[config.mk]
export PLATFORM = sky130hd
export DESIGN_NAME = periodic_tick_timer_table_top
export DESIGN_NICKNAME = d
export VERILOG_FILES = /design/src/rtl/ptt_pkg.sv /design/src/rtl/ptt_ram.sv /design/src/rtl/ptt_rem.sv /design/src/rtl/periodic_tick_timer_table_top.sv
export VERILOG_INCLUDE_DIRS = /design/src /design/src/rtl
export SDC_FILE = /design/constraint.sdc
export NUM_CORES = 2
export LEC_CHECK = 0
export BUFFER_PORTS_ARGS = -buffer_cell sky130_fd_sc_hd__buf_2
export CAP_MARGIN = 20
export CORE_ASPECT_RATIO = 0.9
export CORE_MARGIN = 2
export CORE_UTILIZATION = 35
export CTS_CLUSTER_DIAMETER = 50
export DETAILED_ROUTE_END_ITERATION = 12
export PLACE_DENSITY_LB_ADDON = 0.2
export SETUP_SLACK_MARGIN = 0.2
export SYNTH_ARGS = -nofsm -noshare
export SYNTH_HDL_FRONTEND = slang
export SYNTH_HIERARCHICAL = 1
export SYNTH_SLANG_ARGS = --single-unit
export TNS_END_PERCENT = 30
[constraint.sdc]
create_clock -name i_clk -period 6.3 [get_ports i_clk]
set_input_delay 0.315 -clock i_clk [delete_from_list [all_inputs] [get_ports i_clk]]
set_output_delay 0.315 -clock i_clk [all_outputs]
set_load 0.02 [all_outputs]
[src/rtl/periodic_tick_timer_table_top_defines.svh]
// Assertion macros for the periodic tick timer table
`ifndef PERIODIC_TICK_TIMER_TABLE_TOP_DEFINES_SVH
`define PERIODIC_TICK_TIMER_TABLE_TOP_DEFINES_SVH
`ifndef SYNTHESIS
`define PTTT_ASSERT_IMP(lbl, clk, rst_n, ante, cons) \
    lbl: assert property (@(posedge clk) disable iff (!rst_n) (ante) |-> (cons)) \
        else $error("implication check failed");
`define PTTT_ASSERT_NXT(lbl, clk, rst_n, ante, cons) \
    lbl: assert property (@(posedge clk) disable iff (!rst_n) (ante) |=> (cons)) \
        else $error("next-cycle check failed");
`else
`define PTTT_ASSERT_IMP(lbl, clk, rst_n, ante, cons)
`define PTTT_ASSERT_NXT(lbl, clk, rst_n, ante, cons)
`endif
`endif

[src/rtl/ptt_pkg.sv]
// Package: types, constants and helpers of the periodic tick timer table
package ptt_pkg;
    localparam int ENTRIES = 64;
    localparam int IDX_W   = $clog2(ENTRIES);
    localparam int CNT_W   = $clog2(ENTRIES + 1);
    localparam int TICK_W  = 64;
    localparam int PER_W   = 32;
    localparam int CMP_W   = IDX_W + 7;

    localparam logic [1:0] REQ_TICK      = 2'd0;
    localparam logic [1:0] REQ_INSTALL   = 2'd1;
    localparam logic [1:0] REQ_UNINSTALL = 2'd2;
    localparam logic [1:0] REQ_READ      = 2'd3;

    localparam logic [1:0] KIND_FIRE    = 2'd0;
    localparam logic [1:0] KIND_NOFIRE  = 2'd1;
    localparam logic [1:0] KIND_INSTALL = 2'd2;
    localparam logic [1:0] KIND_COUNT   = 2'd3;

    localparam logic [5:0] FIRE_MAX = 6'd63;

    typedef struct packed {
        logic [1:0]  req_type;
        logic [31:0] period;
        logic [5:0]  slot;
    } t_in_item;

    typedef struct packed {
        logic [1:0]  resp_kind;
        logic [5:0]  slot_index;
        logic [63:0] tick_value;
        logic        last;
    } t_out_item;

    typedef enum logic [2:0] {
        S_IDLE,
        S_PUT,
        S_RD,
        S_CHK,
        S_DIV,
        S_DEC,
        S_END
    } t_state;

    function automatic logic [5:0] to_slot(input logic [IDX_W-1:0] idx);
        logic [IDX_W+5:0] e;
        e = {6'b0, idx};
        return e[5:0];
    endfunction
endpackage

[src/rtl/ptt_ram.sv]
// Generic single-write, single-read RAM with registered read data
module ptt_ram #(
    parameter int WIDTH = 32,
    parameter int DEPTH = 64
) (
    input  logic                     i_clk,
    input  logic                     i_we,
    input  logic [$clog2(DEPTH)-1:0] i_waddr,
    input  logic [WIDTH-1:0]         i_wdata,
    input  logic [$clog2(DEPTH)-1:0] i_raddr,
    output logic [WIDTH-1:0]         o_rdata
);
    logic [WIDTH-1:0] r_mem [DEPTH];
    logic [WIDTH-1:0] r_rdata;

    always_ff @(posedge i_clk) begin
        if (i_we) begin
            r_mem[i_waddr] <= i_wdata;
        end
        r_rdata <= r_mem[i_raddr];
    end

    assign o_rdata = r_rdata;
endmodule

[src/rtl/ptt_rem.sv]
// Bit-serial remainder unit: 64-bit dividend modulo 32-bit divisor, one bit per cycle
module ptt_rem (
    input  logic                        i_clk,
    input  logic                        i_rst_n,
    input  logic                        i_start,
    input  logic [ptt_pkg::TICK_W-1:0]  i_dividend,
    input  logic [ptt_pkg::PER_W-1:0]   i_divisor,
    output logic                        o_done,
    output logic [ptt_pkg::PER_W-1:0]   o_rem
);
    import ptt_pkg::*;

    logic              r_busy;
    logic              r_done;
    logic [5:0]        r_cnt;
    logic [TICK_W-1:0] r_dvd;
    logic [PER_W-1:0]  r_dvs;
    logic [PER_W-1:0]  r_rem;
    logic [PER_W:0]    try_rem;
    logic [PER_W-1:0]  n_rem;

    always_comb begin
        try_rem = {r_rem, r_dvd[TICK_W-1]};
        if (try_rem >= {1'b0, r_dvs}) begin
            n_rem = PER_W'(try_rem - {1'b0, r_dvs});
        end else begin
            n_rem = try_rem[PER_W-1:0];
        end
    end

    always_ff @(posedge i_clk) begin
        if (!i_rst_n) begin
            r_busy <= 1'b0;
            r_done <= 1'b0;
            r_cnt  <= '0;
        end else begin
            r_done <= 1'b0;
            if (i_start) begin
                r_busy <= 1'b1;
                r_cnt  <= '0;
            end else if (r_busy) begin
                r_cnt <= r_cnt + 6'd1;
                if (r_cnt == 6'd63) begin
                    r_busy <= 1'b0;
                    r_done <= 1'b1;
                end
            end
        end
    end

    always_ff @(posedge i_clk) begin
        if (i_start) begin
            r_dvd <= i_dividend;
            r_dvs <= i_divisor;
            r_rem <= '0;
        end else if (r_busy) begin
            r_dvd <= {r_dvd[TICK_W-2:0], 1'b0};
            r_rem <= n_rem;
        end
    end

    assign o_done = r_done;
    assign o_rem  = r_rem;
endmodule

[src/rtl/periodic_tick_timer_table_top.sv]
// Top level: periodic tick timer table controller with period RAM
//
//  channel | direction | handshake                 | payload
//  in      | input     | i_in_valid / o_in_stall   | i_in_data  (t_in_item)
//  out     | output    | o_out_valid / i_out_stall | o_out_data (t_out_item)
//
// One item at a time. Install and read answer via S_PUT; uninstall gives none.
// A tick walks the slots in order, ending after the last slot or 63 fires; a
// candidate slot adds a RAM read plus the 64-step remainder unit (S_DIV).
// Synchronous active-low reset clears tick count and active marks; usage = 1.
// An output stall holds the walk until the pending result is taken.
`include "periodic_tick_timer_table_top_defines.svh"
module periodic_tick_timer_table_top (
    input  logic               i_clk,
    input  logic               i_rst_n,
    input  logic               i_in_valid,
    output logic               o_in_stall,
    input  ptt_pkg::t_in_item  i_in_data,
    output logic               o_out_valid,
    input  logic               i_out_stall,
    output ptt_pkg::t_out_item o_out_data
);
    import ptt_pkg::*;

    t_state            r_state, n_state;
    logic [TICK_W-1:0] r_tick, n_tick;
    logic [ENTRIES-1:0] r_active, n_active;
    logic [CNT_W-1:0]  r_used, n_used;
    logic [IDX_W-1:0]  r_idx, n_idx;
    logic [5:0]        r_fire_cnt, n_fire_cnt;
    logic              r_pend_vld, n_pend_vld;
    logic [IDX_W-1:0]  r_pend, n_pend;
    t_out_item         r_res, n_res;
    logic              r_out_vld, n_out_vld;
    t_out_item         r_out, n_out;

    logic              ld_out;
    logic              out_free;
    logic              accept;
    logic              ram_we;
    logic [PER_W-1:0]  ram_rdata;
    logic              rem_start;
    logic              rem_done;
    logic [PER_W-1:0]  rem_val;
    logic [CMP_W-1:0]  sl_ext;
    logic              full;
    logic              last_idx;

    ptt_ram #(.WIDTH(PER_W), .DEPTH(ENTRIES)) u_per_ram (
        .i_clk   (i_clk),
        .i_we    (ram_we),
        .i_waddr (r_used[IDX_W-1:0]),
        .i_wdata (i_in_data.period),
        .i_raddr (r_idx),
        .o_rdata (ram_rdata)
    );

    ptt_rem u_rem (
        .i_clk      (i_clk),
        .i_rst_n    (i_rst_n),
        .i_start    (rem_start),
        .i_dividend (r_tick),
        .i_divisor  (ram_rdata),
        .o_done     (rem_done),
        .o_rem      (rem_val)
    );

    assign out_free = !r_out_vld || !i_out_stall;
    assign accept   = i_in_valid && (r_state == S_IDLE);
    assign full     = r_used >= CNT_W'(ENTRIES);
    assign sl_ext   = CMP_W'(i_in_data.slot);
    assign last_idx = r_idx == IDX_W'(ENTRIES - 1);
    assign ram_we   = accept && (i_in_data.req_type == REQ_INSTALL) && !full;

    always_comb begin
        n_state    = r_state;
        n_tick     = r_tick;
        n_active   = r_active;
        n_used     = r_used;
        n_idx      = r_idx;
        n_fire_cnt = r_fire_cnt;
        n_pend_vld = r_pend_vld;
        n_pend     = r_pend;
        n_res      = r_res;
        n_out      = r_out;
        ld_out     = 1'b0;
        rem_start  = 1'b0;

        case (r_state)
            S_IDLE: begin
                if (accept) begin
                    case (i_in_data.req_type)
                        REQ_TICK: begin
                            n_tick     = r_tick + TICK_W'(1);
                            n_idx      = '0;
                            n_fire_cnt = '0;
                            n_pend_vld = 1'b0;
                            n_state    = S_RD;
                        end
                        REQ_INSTALL: begin
                            n_res = '{KIND_INSTALL, 6'd0, r_tick, 1'b1};
                            if (!full) begin
                                n_res.slot_index = to_slot(r_used[IDX_W-1:0]);
                                n_active[r_used[IDX_W-1:0]] = 1'b1;
                                n_used = r_used + CNT_W'(1);
                            end
                            n_state = S_PUT;
                        end
                        REQ_UNINSTALL: begin
                            if (sl_ext < CMP_W'(ENTRIES)) begin
                                n_active[sl_ext[IDX_W-1:0]] = 1'b0;
                            end
                        end
                        default: begin
                            n_res   = '{KIND_COUNT, 6'd0, r_tick, 1'b1};
                            n_state = S_PUT;
                        end
                    endcase
                end
            end
            S_PUT: begin
                if (out_free) begin
                    ld_out  = 1'b1;
                    n_out   = r_res;
                    n_state = S_IDLE;
                end
            end
            S_RD: begin
                n_state = S_CHK;
            end
            S_CHK: begin
                if (r_active[r_idx] && ram_rdata != '0
                        && r_tick >= {{(TICK_W-PER_W){1'b0}}, ram_rdata}) begin
                    rem_start = 1'b1;
                    n_state   = S_DIV;
                end else if (last_idx) begin
                    n_state = S_END;
                end else begin
                    n_idx   = r_idx + IDX_W'(1);
                    n_state = S_RD;
                end
            end
            S_DIV: begin
                if (rem_done) begin
                    n_state = S_DEC;
                end
            end
            S_DEC: begin
                if (rem_val == '0) begin
                    if (!r_pend_vld || out_free) begin
                        if (r_pend_vld) begin
                            ld_out = 1'b1;
                            n_out  = '{KIND_FIRE, to_slot(r_pend), r_tick, 1'b0};
                        end
                        n_pend_vld = 1'b1;
                        n_pend     = r_idx;
                        n_fire_cnt = r_fire_cnt + 6'd1;
                        if (r_fire_cnt == FIRE_MAX - 6'd1 || last_idx) begin
                            n_state = S_END;
                        end else begin
                            n_idx   = r_idx + IDX_W'(1);
                            n_state = S_RD;
                        end
                    end
                end else if (last_idx) begin
                    n_state = S_END;
                end else begin
                    n_idx   = r_idx + IDX_W'(1);
                    n_state = S_RD;
                end
            end
            S_END: begin
                if (out_free) begin
                    ld_out = 1'b1;
                    if (r_pend_vld) begin
                        n_out = '{KIND_FIRE, to_slot(r_pend), r_tick, 1'b1};
                    end else begin
                        n_out = '{KIND_NOFIRE, 6'd0, r_tick, 1'b1};
                    end
                    n_state = S_IDLE;
                end
            end
            default: begin
                n_state = S_IDLE;
            end
        endcase

        if (ld_out) begin
            n_out_vld = 1'b1;
        end else if (!i_out_stall) begin
            n_out_vld = 1'b0;
        end else begin
            n_out_vld = r_out_vld;
        end
    end

    always_ff @(posedge i_clk) begin
        if (!i_rst_n) begin
            r_state    <= S_IDLE;
            r_tick     <= '0;
            r_active   <= '0;
            r_used     <= CNT_W'(1);
            r_idx      <= '0;
            r_fire_cnt <= '0;
            r_pend_vld <= 1'b0;
            r_out_vld  <= 1'b0;
        end else begin
            r_state    <= n_state;
            r_tick     <= n_tick;
            r_active   <= n_active;
            r_used     <= n_used;
            r_idx      <= n_idx;
            r_fire_cnt <= n_fire_cnt;
            r_pend_vld <= n_pend_vld;
            r_out_vld  <= n_out_vld;
        end
    end

    always_ff @(posedge i_clk) begin
        r_pend <= n_pend;
        r_res  <= n_res;
        r_out  <= n_out;
    end

    assign o_in_stall  = r_state != S_IDLE;
    assign o_out_valid = r_out_vld;
    assign o_out_data  = r_out;

    `PTTT_ASSERT_IMP(a_no_overwrite, i_clk, i_rst_n, ld_out, out_free)
    `PTTT_ASSERT_IMP(a_used_range, i_clk, i_rst_n, 1'b1,
        r_used != '0 && r_used <= CNT_W'(ENTRIES))
    `PTTT_ASSERT_IMP(a_rem_in_div, i_clk, i_rst_n, rem_done, r_state == S_DIV)
    `PTTT_ASSERT_NXT(a_start_to_div, i_clk, i_rst_n, rem_start, r_state == S_DIV)
endmodule
==> flow_summary.toml <==
[place]
pre_cts_slack_ns = 1.722
hpwl_mm = 166.5
place_congestion = 0.8256
place_area_um2 = 105800
io_buffers = 118

[sta]
final.min_clock_period_ns = 4.558
maxSlewViolCount = 0
tightest_slew_ns = 1.143
relSlewSlack_pct = 23.60
min_period_over_period_pct = 72.35
fmax_ghz = 0.2194
fin_skew_ns = 0.07166
setup_viol = 0
setup_ws_ns = 1.742
rsz0062_at_grt = "no"
finalHoldViolCount = 0
setup_tns_ns = 0

[worst_setup_path]
critical_path_class = "register to register"
start_kind = "register"
worst-path-max-fanout = 40
path_buf_inv = 4
worstPathArrival_ns = 5.02
cp-end-kind = "register"
cp.required_ns = 6.76
cp_top_family = "buffers and inverters"
r2r_slack_ns = 1.74
cp_slowest_cell = "dfxtp_1"
path_cells = "inv_1, ha_1, and4_1, nand3_1, o32a_1, a31oi_1, o221ai_4, inv_4, nor2_1, inv_2, buf_4"
max_stage_delay_ns = 0.71

[run]
max_cap_violations = 0

[cts]
clk_pin_slew_ns = 0.06
clock_sinks = 2518
hold_buffers = 6
clockBufferDepth = 4
cts_resized = 0
htree_levels = 5
numCtsBuffers = 290
cts-root-buf = "clkbuf_16"
cts_tree = "done"
worstSkewPairLatency_ns = 0.87
cts_setup_buffers = 0

[synthesis]
yosysTopAreaCell = "edfxtp_1"
synth-edff-count = 2294
synthMuxAreaShare_pct = 13.42
synth.yosys.warnings = 6
synth_top_area_share_pct = 68.93
synth.most_common_cell = "edfxtp_1"
synth_commonest_cells = "edfxtp_1, mux4_2, nand2_1"
ys_seq_area_share_pct = 73.42
ys_seq_elements = 2518
synth_nets = 5627
synth_top_family_by_area = "multiplexers"
yosys-top-cells-area = "edfxtp_1, mux4_2, dfxtp_1"
synth-main-ff-cell = "edfxtp_1"
synth_area_um2 = 99930
synth.distinct_cells = 93
post_synth_xor_area_fraction_pct = 0.7450
synth_compound_area_share_pct = 4.556
syn_area_per_cell_um2 = 18.14
synth_simple_gate_area_share_pct = 4.979
async_flop_share_pct = 0
synth_fa_ha_area_share_pct = 0.9465
syn-instance-count = 5508

[global_route]
grt_overflow_total = 0
grt_pass1_wl_mm = 401.0
grt.total_usage_pct = 19.06
grt_start_max_net_pins = 94
grt_pass1_vias = 53580
antenna_found_initial = 26

[finish]
design_area_um2 = 115100
layout.nets = 5935
drive_above_1_share_pct = 23.63
fill_cells = 25450
syn_to_final_growth_pct = 15.15

[power]
vdd_drop_max_mv = 0.2196
leakagePower_nw = 35.42
powerDensity_nw_per_um2 = 325.8

[floorplan]
core_area_um2 = 284600
die_area_um2 = 289800
start_util_pct = 35.11
placementRows = 186
fp.dieW_um = 567.3
die_h_um = 510.9
io_pins = 119

[drt]
drt_iter0_markers = 5809
totalWireLength_mm = 281.4
dr_total_vias = 53710
drc = 0
firstDrtPassIters = 5
wire_per_inst_um = 28.69
final_antenna_net_count = 0
routed_via_density = 5.477

[min_path]
hp-class = "input port to register"

[outcome]
outcome = "finished, final reports clean"
-- layout make-up --
type                            instances  area, um2  area share, %
Inverter                              101      386.6         0.3360
Tap cell                             3760       4705          4.088
Timing Repair Buffer                  311       2170          1.885
Antenna cell                           12      30.03        0.02609
Clock buffer                          383       7928          6.889
Sequential cell                      2518      73390          63.77
Multi-Input combinational cell       2594      25200          21.90
Clock inverter                        128       1277          1.110
-- stage by stage --
step	util [%]	cells	hold slack [ns]	power, mW
CTS	40.41	9794	0.02005	37.86
detailed placement	37.16	9277	0.4574	21.46
global route	40.42	9798	0.07635	38.68
global placement	37.13	9271	0.4485	21.44
floorplan	-	5508	0.4139	20.38
finish	40.43	9807	0.08885	37.50
-- placed cells by master (no fill, tap or decap), drive strengths merged, types with 14 or more instances in the layout --
cell / netlist / layout
and2: 33 / 33
nor2: 227 / 227
inv: 100 / 122
o21ai: 159 / 159
a21o: 14 / 14
nor2b: 40 / 40
nor3: 41 / 41
mux2i: 139 / 139
nand2: 287 / 287
a211oi: 36 / 36
mux2: 143 / 143
nand3: 121 / 121
xor2: 49 / 49
nand4: 76 / 76
clkinv: 1 / 78
bufinv: 0 / 18
a21oi: 152 / 152
nor4: 32 / 32
xnor2: 36 / 36
dfxtp: 224 / 224
o22ai: 67 / 67
clkbuf: 172 / 383
and4: 20 / 20
edfxtp: 2294 / 2294
a22oi: 74 / 74
ha: 74 / 74
mux4: 462 / 462
and3: 35 / 35
nand2b: 24 / 24
a311oi: 21 / 21
o221ai: 50 / 50
or3: 23 / 23
a31oi: 27 / 27
buf: 123 / 305
-- worst register-to-register path, stage by stage, from the launching register on --
cell and delay [ns]:
dfxtp_1 0.71, inv_1 0.14, ha_1 0.32, and4_1 0.26
nand3_1 0.11, o32a_1 0.30, a31oi_1 0.46, o221ai_4 0.30
inv_4 0.33, nor2_1 0.14, inv_2 0.48, buf_4 0.59
-- per-layer routing --
metal	GRT usage, %	vias to the layer above	part of all wire [%]
li1	-	22950	-
met1	27.98	28490	45
met2	29.62	1891	46
met3	2.947	380	6.5
met4	4.717	8	2.4
met5	0	-	0.021
-- where the power goes --
group | switching (mW) | internal (mW) | total [mW]
sequential | 0.217 | 18.6 | 18.8
combinational | 1.55 | 0.747 | 2.30
clock | 6.76 | 9.65 | 16.4
total | 8.53 | 29.0 | 37.5
-- flip-flops by register name, summed over array words and instances, names as in the netlist --
signal / cells
u_rem/r_dvd: 64
r_active: 64
r_fire_cnt: 6
o_out_data: 73
u_rem/r_cnt: 6
r_state: 3
u_rem/r_dvs: 32
u_rem/r_busy: 1
r_tick: 64
u_rem/o_rem: 32
o_out_valid: 1
r_pend_vld: 1
r_used: 7
u_per_ram/r_mem: 2048
u_per_ram/o_rdata: 32
u_rem/o_done: 1
r_pend: 6
r_idx: 6
r_res: 71
-- cells by family after synthesis --
group	after synthesis
AO/OA/AOI/OAI	689
buffers and inverters	396
AND/OR/NAND/NOR	1001
flip-flops	2518
XOR/XNOR	85
adder cells (fa/ha/maj)	75
multiplexers	744
-- worst paths after layout --
check	from	to	depth (start not counted)
max	u_per_ram/o_rdata[10]$_DFF_P_	u_rem/r_dvd[58]$_DFFE_PP_	11
min	i_in_data[3]	r_active[62]$_SDFFE_PN0P_	3
max reg2reg	u_per_ram/o_rdata[10]$_DFF_P_	u_rem/r_dvd[58]$_DFFE_PP_	11
min reg2reg	u_per_ram/o_rdata[14]$_DFF_P_	u_rem/r_dvs[14]$_DFFE_PP_	0
No activity file was read; power rests on OpenSTA's default activity.
